`src/rtl/spc_pkg.sv`:
```
// Shared types and constants for the simple path counter.
// Used by every file in rtl/; depends on nothing else.
package spc_pkg;

  localparam int MAX_VERTICES_DEF = 16;
  localparam int KIND_W           = 2;
  localparam int VERTEX_W         = 4;
  localparam int CFG_W            = 5;
  localparam int COUNT_W          = 64;

  localparam logic [CFG_W-1:0] VERTEX_COUNT_RESET = 5'd16;

  // item kinds; the fourth code is unused and dropped
  localparam logic [KIND_W-1:0] KIND_ADD_EDGE = 2'd0;
  localparam logic [KIND_W-1:0] KIND_COUNT    = 2'd1;
  localparam logic [KIND_W-1:0] KIND_CLEAR    = 2'd2;
  localparam logic [KIND_W-1:0] KIND_UNUSED   = 2'd3;

  typedef enum logic [1:0] {
    ST_IDLE,
    ST_SEARCH,
    ST_FINISH
  } state_t;

  typedef struct packed {
    logic [KIND_W-1:0]   kind;
    logic [VERTEX_W-1:0] from_vertex;
    logic [VERTEX_W-1:0] to_vertex;
  } item_t;

  typedef struct packed {
    logic [COUNT_W-1:0] path_count;
    logic               overflowed;
  } result_t;

  // one search step's decision
  typedef struct packed {
    logic pop;        // candidates exhausted, backtrack
    logic advance;    // move the top frame to its next candidate
    logic take_path;  // candidate is the target: one more path
    logic push;       // candidate is a fresh vertex: descend
  } step_t;

endpackage

```
`src/rtl/spc_step.sv`:
```
// Shared search step unit: checks one candidate of the top stack frame.
// Depends on spc_pkg.
module spc_step #(
  parameter int MAX_VERTICES = spc_pkg::MAX_VERTICES_DEF,
  parameter int VW = $clog2(MAX_VERTICES),
  parameter int NW = $clog2(MAX_VERTICES + 1)
) (
  input  logic                    active,
  input  logic [MAX_VERTICES-1:0] row,
  input  logic [MAX_VERTICES-1:0] visited,
  input  logic [NW-1:0]           cand,
  input  logic [NW-1:0]           n_eff,
  input  logic [VW-1:0]           target,
  input  logic [NW-1:0]           depth,
  output spc_pkg::step_t          step
);

  logic [VW-1:0] cand_idx;
  logic          fresh;

  assign cand_idx = cand[VW-1:0];
  assign fresh    = row[cand_idx] && !visited[cand_idx];

  always_comb begin
    step = '0;
    if (active) begin
      if (cand >= n_eff) begin
        step.pop = 1'b1;
      end else begin
        step.advance   = 1'b1;
        step.take_path = fresh && (cand_idx == target);
        step.push      = fresh && (cand_idx != target) &&
                         (depth < NW'(MAX_VERTICES));
      end
    end
  end

endmodule

```
`src/rtl/spc_sat_counter.sv`:
```
// 64-bit saturating path counter with sticky overflow flag.
// Depends on spc_pkg.
module spc_sat_counter (
  input  logic                          clk,
  input  logic                          rst,
  input  logic                          clr,
  input  logic                          set_one,
  input  logic                          inc,
  output logic [spc_pkg::COUNT_W-1:0]   total,
  output logic                          sat
);

  localparam logic [spc_pkg::COUNT_W-1:0] ALL_ONES = '1;

  always_ff @(posedge clk) begin
    if (rst) begin
      total <= '0;
      sat   <= 1'b0;
    end else if (clr) begin
      total <= set_one ? spc_pkg::COUNT_W'(1) : '0;
      sat   <= 1'b0;
    end else if (inc) begin
      if (total != ALL_ONES) begin
        total <= total + spc_pkg::COUNT_W'(1);
      end
      // saturated once the count reaches all ones
      if (total >= ALL_ONES - spc_pkg::COUNT_W'(1)) begin
        sat <= 1'b1;
      end
    end
  end

endmodule

```
`src/rtl/simple_path_counter.sv`:
```
// Simple path counter: counts simple directed paths from vertex 0 to the last vertex in use.
// Edge add / clear words: accepted one per cycle while idle, no result.
// Count word: result valid after the search, which the single shared step unit carries out by
// walking the explicit DFS stack, one step per candidate tried and per backtrack; a one-vertex
// graph skips the search. Busy until the result is loaded.
// rst (synchronous, active high) clears the adjacency matrix, sequencer and result valid;
// vertex_count resets to 16.
module simple_path_counter #(
  parameter int MAX_VERTICES = spc_pkg::MAX_VERTICES_DEF
) (
  input  logic                      clk,
  input  logic                      rst,
  // configuration: vertex_count
  input  logic                      cfg_valid,
  output logic                      cfg_ready,
  input  logic [spc_pkg::CFG_W-1:0] cfg_data,
  // input words
  input  logic                      item_valid,
  output logic                      item_stall,
  input  spc_pkg::item_t            item,
  // result words
  output logic                      result_valid,
  input  logic                      result_stall,
  output spc_pkg::result_t          result
);

  localparam int VW = $clog2(MAX_VERTICES);
  localparam int NW = $clog2(MAX_VERTICES + 1);

  spc_pkg::state_t state, state_next;

  logic [spc_pkg::CFG_W-1:0] vertex_count;
  logic [MAX_VERTICES-1:0]   adj [MAX_VERTICES];
  logic [MAX_VERTICES-1:0]   visited;
  logic [NW-1:0]             depth;
  // explicit recursion stack; entries written before they are read
  logic [VW-1:0]             stk_vertex [MAX_VERTICES];
  logic [NW-1:0]             stk_next   [MAX_VERTICES];

  logic                      accept;
  logic                      start;
  logic                      load_result;
  logic                      searching;
  logic [NW-1:0]             n_eff;
  logic [VW-1:0]             target;
  logic [VW-1:0]             top_idx;
  logic [VW-1:0]             top_v;
  logic [NW-1:0]             top_next;
  logic [VW-1:0]             push_idx;
  logic                      edge_ok;
  spc_pkg::step_t            step;
  logic [spc_pkg::COUNT_W-1:0] total;
  logic                      sat;

  assign cfg_ready = !rst;
  assign accept    = item_valid && !item_stall;

  // clamp vertex_count into 1..MAX_VERTICES
  always_comb begin
    if (vertex_count == '0) begin
      n_eff = NW'(1);
    end else if (int'(vertex_count) > MAX_VERTICES) begin
      n_eff = NW'(MAX_VERTICES);
    end else begin
      n_eff = NW'(vertex_count);
    end
  end
  assign target = VW'(n_eff - NW'(1));

  assign top_idx  = VW'(depth - NW'(1));
  assign top_v    = stk_vertex[top_idx];
  assign top_next = stk_next[top_idx];
  assign push_idx = VW'(depth);

  assign searching = (state == spc_pkg::ST_SEARCH) && (depth != '0);

  always_ff @(posedge clk) begin
    if (rst) begin
      vertex_count <= spc_pkg::VERTEX_COUNT_RESET;
    end else if (cfg_valid && cfg_ready) begin
      vertex_count <= cfg_data;
    end
  end

  // adjacency matrix; edges naming vertices beyond the matrix are dropped
  assign edge_ok = (int'(item.from_vertex) < MAX_VERTICES) &&
                   (int'(item.to_vertex) < MAX_VERTICES);

  always_ff @(posedge clk) begin
    if (rst) begin
      for (int i = 0; i < MAX_VERTICES; i++) begin
        adj[i] <= '0;
      end
    end else if (accept && item.kind == spc_pkg::KIND_CLEAR) begin
      for (int i = 0; i < MAX_VERTICES; i++) begin
        adj[i] <= '0;
      end
    end else if (accept && item.kind == spc_pkg::KIND_ADD_EDGE && edge_ok) begin
      adj[VW'(item.from_vertex)][VW'(item.to_vertex)] <= 1'b1;
    end
  end

  spc_step #(
    .MAX_VERTICES (MAX_VERTICES),
    .VW           (VW),
    .NW           (NW)
  ) u_step (
    .active  (searching),
    .row     (adj[top_v]),
    .visited (visited),
    .cand    (top_next),
    .n_eff   (n_eff),
    .target  (target),
    .depth   (depth),
    .step    (step)
  );

  // path membership and stack depth
  always_ff @(posedge clk) begin
    if (rst) begin
      visited <= '0;
      depth   <= '0;
    end else if (start) begin
      visited <= MAX_VERTICES'(1);   // vertex 0 is on every path
      depth   <= NW'(1);
    end else if (step.pop) begin
      visited[top_v] <= 1'b0;
      depth          <= depth - NW'(1);
    end else if (step.push) begin
      visited[top_next[VW-1:0]] <= 1'b1;
      depth                     <= depth + NW'(1);
    end
  end

  // stack contents, no reset needed
  always_ff @(posedge clk) begin
    if (start) begin
      stk_vertex[0] <= '0;
      stk_next[0]   <= '0;
    end else if (step.advance) begin
      stk_next[top_idx] <= top_next + NW'(1);
      if (step.push) begin
        stk_vertex[push_idx] <= top_next[VW-1:0];
        stk_next[push_idx]   <= '0;
      end
    end
  end

  spc_sat_counter u_count (
    .clk     (clk),
    .rst     (rst),
    .clr     (start),
    .set_one (start && n_eff == NW'(1)),
    .inc     (step.take_path),
    .total   (total),
    .sat     (sat)
  );

  // sequencer: next state
  always_ff @(posedge clk) begin
    if (rst) begin
      state <= spc_pkg::ST_IDLE;
    end else begin
      state <= state_next;
    end
  end

  always_comb begin
    state_next = state;
    case (state)
      spc_pkg::ST_IDLE: begin
        if (accept && item.kind == spc_pkg::KIND_COUNT) begin
          state_next = (n_eff == NW'(1)) ? spc_pkg::ST_FINISH : spc_pkg::ST_SEARCH;
        end
      end
      spc_pkg::ST_SEARCH: begin
        if (depth == '0) begin
          state_next = spc_pkg::ST_FINISH;
        end
      end
      spc_pkg::ST_FINISH: begin
        if (!result_valid || !result_stall) begin
          state_next = spc_pkg::ST_IDLE;
        end
      end
      default: state_next = spc_pkg::ST_IDLE;
    endcase
  end

  // sequencer: outputs
  always_comb begin
    item_stall  = rst || (state != spc_pkg::ST_IDLE);
    start       = accept && (item.kind == spc_pkg::KIND_COUNT);
    load_result = (state == spc_pkg::ST_FINISH) && (!result_valid || !result_stall);
  end

  // output register: holds a finished count while downstream stalls
  always_ff @(posedge clk) begin
    if (rst) begin
      result_valid <= 1'b0;
    end else if (load_result) begin
      result_valid <= 1'b1;
    end else if (!result_stall) begin
      result_valid <= 1'b0;
    end
  end

  always_ff @(posedge clk) begin
    if (load_result) begin
      result.path_count <= total;
      result.overflowed <= sat;
    end
  end

endmodule

```
`config.mk`:
```
export PLATFORM = sky130hd
export DESIGN_NAME = simple_path_counter
export DESIGN_NICKNAME = d
export VERILOG_FILES = /design/src/rtl/spc_pkg.sv /design/src/rtl/spc_step.sv /design/src/rtl/spc_sat_counter.sv /design/src/rtl/simple_path_counter.sv
export SDC_FILE = /design/constraint.sdc
export NUM_CORES = 1
export LEC_CHECK = 0
export BUFFER_PORTS_ARGS = -buffer_cell sky130_fd_sc_hd__buf_2
export CAP_MARGIN = 20
export CORE_MARGIN = 2
export CORE_UTILIZATION = 30
export DETAILED_ROUTE_END_ITERATION = 7
export PLACE_DENSITY = 0.54
export SLEW_MARGIN = 5
export SYNTH_ARGS = -nofsm -noshare
export SYNTH_HDL_FRONTEND = slang
export SYNTH_SLANG_ARGS = --single-unit
```
`constraint.sdc`:
```
create_clock -name clk -period 5.96 [get_ports clk]
set_input_delay 0.298 -clock clk [delete_from_list [all_inputs] [get_ports clk]]
set_output_delay 0.298 -clock clk [all_outputs]
set_load 0.05 [all_outputs]
```
# Word-level counts from Yosys, hierarchy flattened
# Memories as Yosys holds them, arrays and structs flattened.
# Cells that the tools add are included.
[classes]
bitwise_logic = 19
eq_ne = 12
n_addsub = 5
reduce_logical = 39
muxes = 75
magnitude_cmp = 10
[op_table]
columns = ["cell", "n"]
rows = [
  ["16-bit two-way mux", 21],
  ["64-bit two-way mux", 3],
  ["64-bit by 1-bit adder with 64-bit output (second input constant)", 1],
  ["64-bit >= comparator (second input constant)", 1],
  ["64-bit inequality test (second input constant)", 1],
  ["1-bit two-way mux", 30],
  ["5-bit two-way mux", 5],
  ["4-bit two-way mux", 5],
  ["16-bit bitwise AND", 1],
  ["16-bit NOT", 1],
  ["1-bit OR", 16],
  ["16-bit OR", 1],
  ["16-bit OR reduction", 1],
  ["1-bit logical AND", 15],
  ["4-bit by 5-bit < comparator with 1-bit output (second input constant)", 3],
  ["1-bit demux with 4-bit select", 3],
  ["4-bit by 1-bit >= comparator with 1-bit output (second input constant)", 3],
  ["5-bit by 1-bit adder with 5-bit output (second input constant)", 2],
  ["5-bit zero test", 2],
  ["1-bit binary-select mux with 4-bit select", 2],
  ["2-bit two-way mux", 4],
  ["2-bit nonzero test", 4],
  ["2-bit one-hot mux with 3 select lines", 1],
  ["5-bit by 1-bit equality test with 1-bit output (second input constant)", 1],
  ["other kinds (22)", 33],
]
[totals]
output_inout_bits = 68
memories = 3
regBits = 159
ramBits = 400
word_cells = 174
[mem_list]
columns = ["name", "words", "width", "read_ports", "rd_ports_with_merged_regs", "wr", "line", "rtl"]
rows = [
  ["adj", 16, 16, 1, 0, 16, "simple_path_counter.sv:33", "logic [MAX_VERTICES-1:0] adj [MAX_VERTICES];"],
  ["stk_next", 16, 5, 1, 0, 2, "simple_path_counter.sv:38", "logic [NW-1:0] stk_next [MAX_VERTICES];"],
  ["stk_vertex", 16, 4, 1, 0, 1, "simple_path_counter.sv:37", "logic [VW-1:0] stk_vertex [MAX_VERTICES];"],
]

# Longest topological paths before layout
# An unclocked memory read counts as a cell.
[logic_depth]
ltp_word = 16
ltp_mapped = 27
mapped_depth_nobuf = 20

# Modules after synthesis
# From an unflattened synthesis, not the netlist that was laid out.
[unflattened]
cells_unflattened = 2727
area_unflattened_um2 = 25823.5
[by_module_without_submodules]
columns = ["module", "cells_each", "n_inst", "area_per_inst_um2", "seq_area_each_um2"]
rows = [
  ["simple_path_counter", 2237, 1, 21907.3, 11180.7],
  ["spc_sat_counter", 423, 1, 3425.8, 1301.2],
  ["spc_step", 67, 1, 490.5, 0.0],
]

# Worst setup path before layout
# OpenSTA, ideal clock, no wires.
[synth_path]
path_kind = "flip-flop to flip-flop"
startpoint = "register depth[0]"
endpoint = "memory stk_vertex[1][0] in the netlist's numbering, enable pin"
t_arrival_ps = 5960
stages_incl_launch_ff = 26
path_slack_ps = -377
path_buffers = 7
cell_sequence = "dfxtp_1 > buf_4 > buf_6 > buf_4 > inv_1 > ha_1 > xor2_4 > buf_2 > mux2i_1 > mux2i_1 > inv_2 > clkbuf_1 > ha_1 > nand2b_1 > a21o_1 > a21o_1 > a21oi_1 > inv_1 > a211oi_1 > o211a_1 > o41ai_1 > nor4b_2 > nand4_2 > clkbuf_1 > clkbuf_1 > nor4_1"
[synth_via]
elab_chain_cells = 16
[synth_lines]
columns = ["element", "line", "rtl"]
rows = [
  ["start: declaration", "simple_path_counter.sv:35", "logic [NW-1:0] depth;"],
  ["start signal: assignment", "simple_path_counter.sv:128", "depth <= depth - NW'(1);"],
  ["start signal: assignment", "simple_path_counter.sv:131", "depth <= depth + NW'(1);"],
  ["5-bit by 1-bit subtractor with 5-bit output", "n/a", ""],
  ["memory 16 x 4 bit or memory 16 x 5 bit (tied branches)", "n/a", ""],
  ["memory 16 x 16 bit or 1-bit binary-select mux with 4-bit select (tied branches)", "n/a", ""],
  ["1-bit binary-select mux with 4-bit select or 1-bit two-way mux (tied branches)", "spc_step.sv:22", "assign fresh = row[cand_idx] && !visited[cand_idx];"],
  ["1-bit two-way mux (not written as such) or 1-bit zero test (tied branches)", "spc_step.sv:22", ""],
  ["1-bit logical AND", "spc_step.sv:22", ""],
  ["1-bit logical AND (2 in series)", "spc_step.sv:32", "step.push = fresh && (cand_idx != target) &&"],
  ["3-bit two-way mux", "spc_step.sv:27", "if (cand >= n_eff) begin"],
  ["4-bit two-way mux", "spc_step.sv:26", "if (active) begin"],
  ["1-bit two-way mux", "simple_path_counter.sv:142", "if (step.push) begin"],
  ["1-bit two-way mux", "simple_path_counter.sv:140", "end else if (step.advance) begin"],
  ["1-bit two-way mux", "simple_path_counter.sv:137", "if (start) begin"],
  ["1-bit two-way mux (not written as such)", "simple_path_counter.sv:143", "stk_vertex[push_idx] <= top_next[VW-1:0];"],
  ["4-bit OR reduction (no source line)", "n/a", ""],
  ["4-bit two-way mux (no source line) or 1-bit two-way mux (tied branches)", "n/a", ""],
  ["end: declaration", "simple_path_counter.sv:37", ""],
]
# Several ways; a longest one is shown, not always the timed one. The select of a mux whose other input is x is not followed.

# Worst setup path after layout
[layout_path]
startpoint = "register depth[0]"
endpoint = "memory stk_vertex[14][1] in the netlist's numbering, enable pin"
# Same word-level chain as after synthesis.

==> reports/metrics.yaml <==
synth_seq_area_share_pct: 52.4
worst-endpoint-arrival_ns: 5.73
synth-seq-cells: 559
wl_mm: 69.1
insertion_delay_ns: 0.62
clkSlewWorstSetupHoldPaths_ns: 0.06
report.final.hold_viol_count: 0
grt_use_total_pct: 16.4
crit_end: "stk_vertex[14][1]$_DFFE_PP_"
timing.max_cap.violations: 0
muxShareOfSynthArea_pct: 12.2
insertedDiodeCount: 0
power_mw: 7.91
post-route-period-util_pct: 91.7
cts_tree: "done"
synthTopCellsByArea: "sky130_fd_sc_hd__dfxtp_1 (36%), sky130_fd_sc_hd__edfxtp_1 (16%), sky130_fd_sc_hd__a22o_1 (7.6%)"
first_global_vias: 17900
remaining_antenna_violation_count_after_routing: 0
synthXorXnorAreaFrac_pct: 2.36
synth.cell_area_mm2: 0.0238
outcome: "completed"
cellLeakagePower_nw: 9.88
synthesis.nets: 2297
ys_warns: 0
min-delay-start: "cfg_valid"
grt_first_pass_wirelength_mm: 107
async_flop_share_pct: 0
synthDistinctLibCells: 74
design.portCount: 88
initial_utilization_pct: 30.2
adder_and_majority_cell_fraction_of_the_synthesized_area_pct: 0.945
remaining_design_rule_violation_count: 0
crit_path_start_kind: "register"
gp_congestion: 0.821
relSlewSlack_pct: 19.2
power_density_mw_per_mm2: 283
timing.final.max_slew_violations: 0
synth_top_area_share_pct: 36.1
maximum_number_of_pins_on_one_net_before_global_route_repair: 257
critPathLaunch: "depth[0]$_SDFFE_PP0P_"
final_worst_path_setup_slack_ns: 0.495
cts.sink_count: 559
synth_top_family_by_area: "compound AO/OA/AOI/OAI gates"
clock_tree.htree_level_count: 2
row_count: 103
max_freq_ghz: 0.183
detail_route.wl_per_cell_um: 20.2
antenna_found_initial: 0
report.final.setup_viol: 0
reg2reg_to: "stk_vertex[14][1]$_DFFE_PP_"
synth_compound_gate_area_share_pct: 15.6
worst_reg2reg_path_startpoint: "depth[0]$_SDFFE_PP0P_"
areaGrowthSynthToFinish_pct: 17.3
synthCells: 2259
io_buffers: 87
r2r_slack_ns: 0.50
clockBufferDepth: 3
critPathMaxFanout: 18
ff2ff_path_depth: 17
core_area_mm2: 0.0789
layout_commonest_cell: "sky130_fd_sc_hd__dfxtp_1"
required_ns: 6.23
route.detailed.vias_per_inst: 5.30
drive_gt1_share_pct: 16.7
crit_type: "reg2reg"
grt-ovfl-total: 0
most-common-layout-cells: "sky130_fd_sc_hd__dfxtp_1 (429), sky130_fd_sc_hd__nand2_1 (263), sky130_fd_sc_hd__a22o_1 (208)"
finalSetupTns_ns: 0
synth_top_cell_by_area: "sky130_fd_sc_hd__dfxtp_1"
synth_enable_flop_cells: 129
nets: 2364
grt_setup_unrepaired: "no"
root_buffer: "sky130_fd_sc_hd__clkbuf_16"
skew_ns: 0.0282
ys_dominant_reg_cell: "sky130_fd_sc_hd__dfxtp_1"
detail_route.first_pass.iterations: 5
synth_simple_gate_area_share_pct: 13.0
tritoncts.num_buffers: 55
place_worst_setup_slack_ns: 0.277
worstSetupEndpointType: "register"
max-vdd-ir-drop_mv: 0.235
detail_route.iter0.violations: 1518
syn_area_per_cell_um2: 10.5
worstHoldPathType: "in2reg"
routed-via-count: 18200
die_width_um: 286
detailedPlacementHpwl_mm: 44.7
finalWorstPathRequiredPeriod_ns: 5.46
worst_slew_pin_slew_ns: 1.21
die_y_um: 286
fp.dieArea_mm2: 0.0817
==> per-stage QoR <==
stage               std cells  hold slack (ns)  utilization [%]  instance area [um^2]
floorplan                2259            0.406                -                 23900
global placement         3298            0.434             32.7                 25800
detailed placement       3303            0.441             32.8                 25900
CTS                      3414           0.0267             35.3                 27800
global route             3423           0.0561             35.4                 28000
finish                   3423           0.0590             35.4                 28000
==> what timing repair did <==
action,CTS,global route
buffers inserted,0,2
endpoints found under the setup margin,0,104
hold endpoints to repair,6,0
hold buffers,7,0
gates resized for setup,0,9
==> cell type report <==
type                    instances  area [um^2]
flip-flops and latches        559        12500
repair buffers                182         1330
fillers                      7854        50900
inverters                      24         90.1
clock buffers                  74         1540
well taps                    1050         1310
multi-input cells            1504        10800
clock inverters                30          367
==> registers in the layout (all words and copies together) (netlist names) <==
register and cells:
adj 256, stk_next 80, result 65, stk_vertex 64, u_count.total 64, visited 16, depth 5, vertex_count 5
state 2, result_valid 1, u_count.sat 1
==> metal layers <==
| metal | global-route usage (%) | up-vias | routed length, um |
|---|---|---|---|
| li1 | - | 8428 | - |
| met2 | 27.5 | 530 | 32900 |
| met5 | 0 | - | 0 |
| met1 | 22.0 | 9074 | 30900 |
| met3 | 2.28 | 124 | 3510 |
| met4 | 5.08 | 0 | 1780 |
==> where the power goes <==
group / switching (mW) / leakage (nW) / internal, mW
Sequential: 0.00490 / 4.58 / 3.86
Combinational: 0.256 / 4.35 / 0.106
Clock: 1.52 / 0.942 / 2.16
Total: 1.78 / 9.88 / 6.13
==> cell families after synthesis <==
group / count (synthesis)
and+or+nand+nor: 654
DFF: 559
AOI/OAI and AO/OA: 534
muxes: 236
buffers and inverters: 196
xor gates and xnor gates: 62
adders and majority gates: 18
==> cell usage after synthesis (all sizes together), types with 43 or more instances <==
cell	n
xnor2	58
a22o	209
dfxtp	430
nor2	126
nand3	83
mux2i	169
nand2	265
edfxtp	129
buf	49
clkbuf	123
nor3	43
a21oi	170
o21ai	81
==> worst max-delay path, cell delays in order (launching register included) <==
cell and delay, ns:
sky130_fd_sc_hd__dfxtp_2 0.34, sky130_fd_sc_hd__inv_1 0.12, sky130_fd_sc_hd__ha_4 0.45, sky130_fd_sc_hd__buf_4 0.23, sky130_fd_sc_hd__mux4_2 0.32, sky130_fd_sc_hd__mux2i_1 0.33, sky130_fd_sc_hd__mux2i_1 0.16, sky130_fd_sc_hd__nand2b_1 0.63
sky130_fd_sc_hd__buf_4 0.29, sky130_fd_sc_hd__o32ai_1 0.11, sky130_fd_sc_hd__nor4_1 0.31, sky130_fd_sc_hd__buf_4 0.20, sky130_fd_sc_hd__a211oi_1 0.06, sky130_fd_sc_hd__a311oi_2 0.46, sky130_fd_sc_hd__nand4_2 0.29, sky130_fd_sc_hd__nor2_1 0.26
sky130_fd_sc_hd__nand2_1 0.18, sky130_fd_sc_hd__nor2_1 0.35
==> how the worst min path moves through the flow <==
| stage | to | slack (ns) | cells past startpoint |
|---|---|---|---|
| 2_1_floorplan | result[21]$_DFFE_PP_ | 0.41 | 0 |
| 5_1_grt | vertex_count[3]$_SDFFE_PP0P_ | 0.06 | 3 |
| 4_1_cts | vertex_count[2]$_SDFFE_PP0P_ | 0.03 | 3 |
| 6_report | vertex_count[2]$_SDFFE_PP0P_ | 0.06 | 3 |
| 3_3_place_gp | adj[8][0]$_DFF_P_ | 0.43 | 2 |
| 3_5_place_dp | adj[5][0]$_DFF_P_ | 0.44 | 2 |
Note: power is estimated with default switching activity, not from simulation.
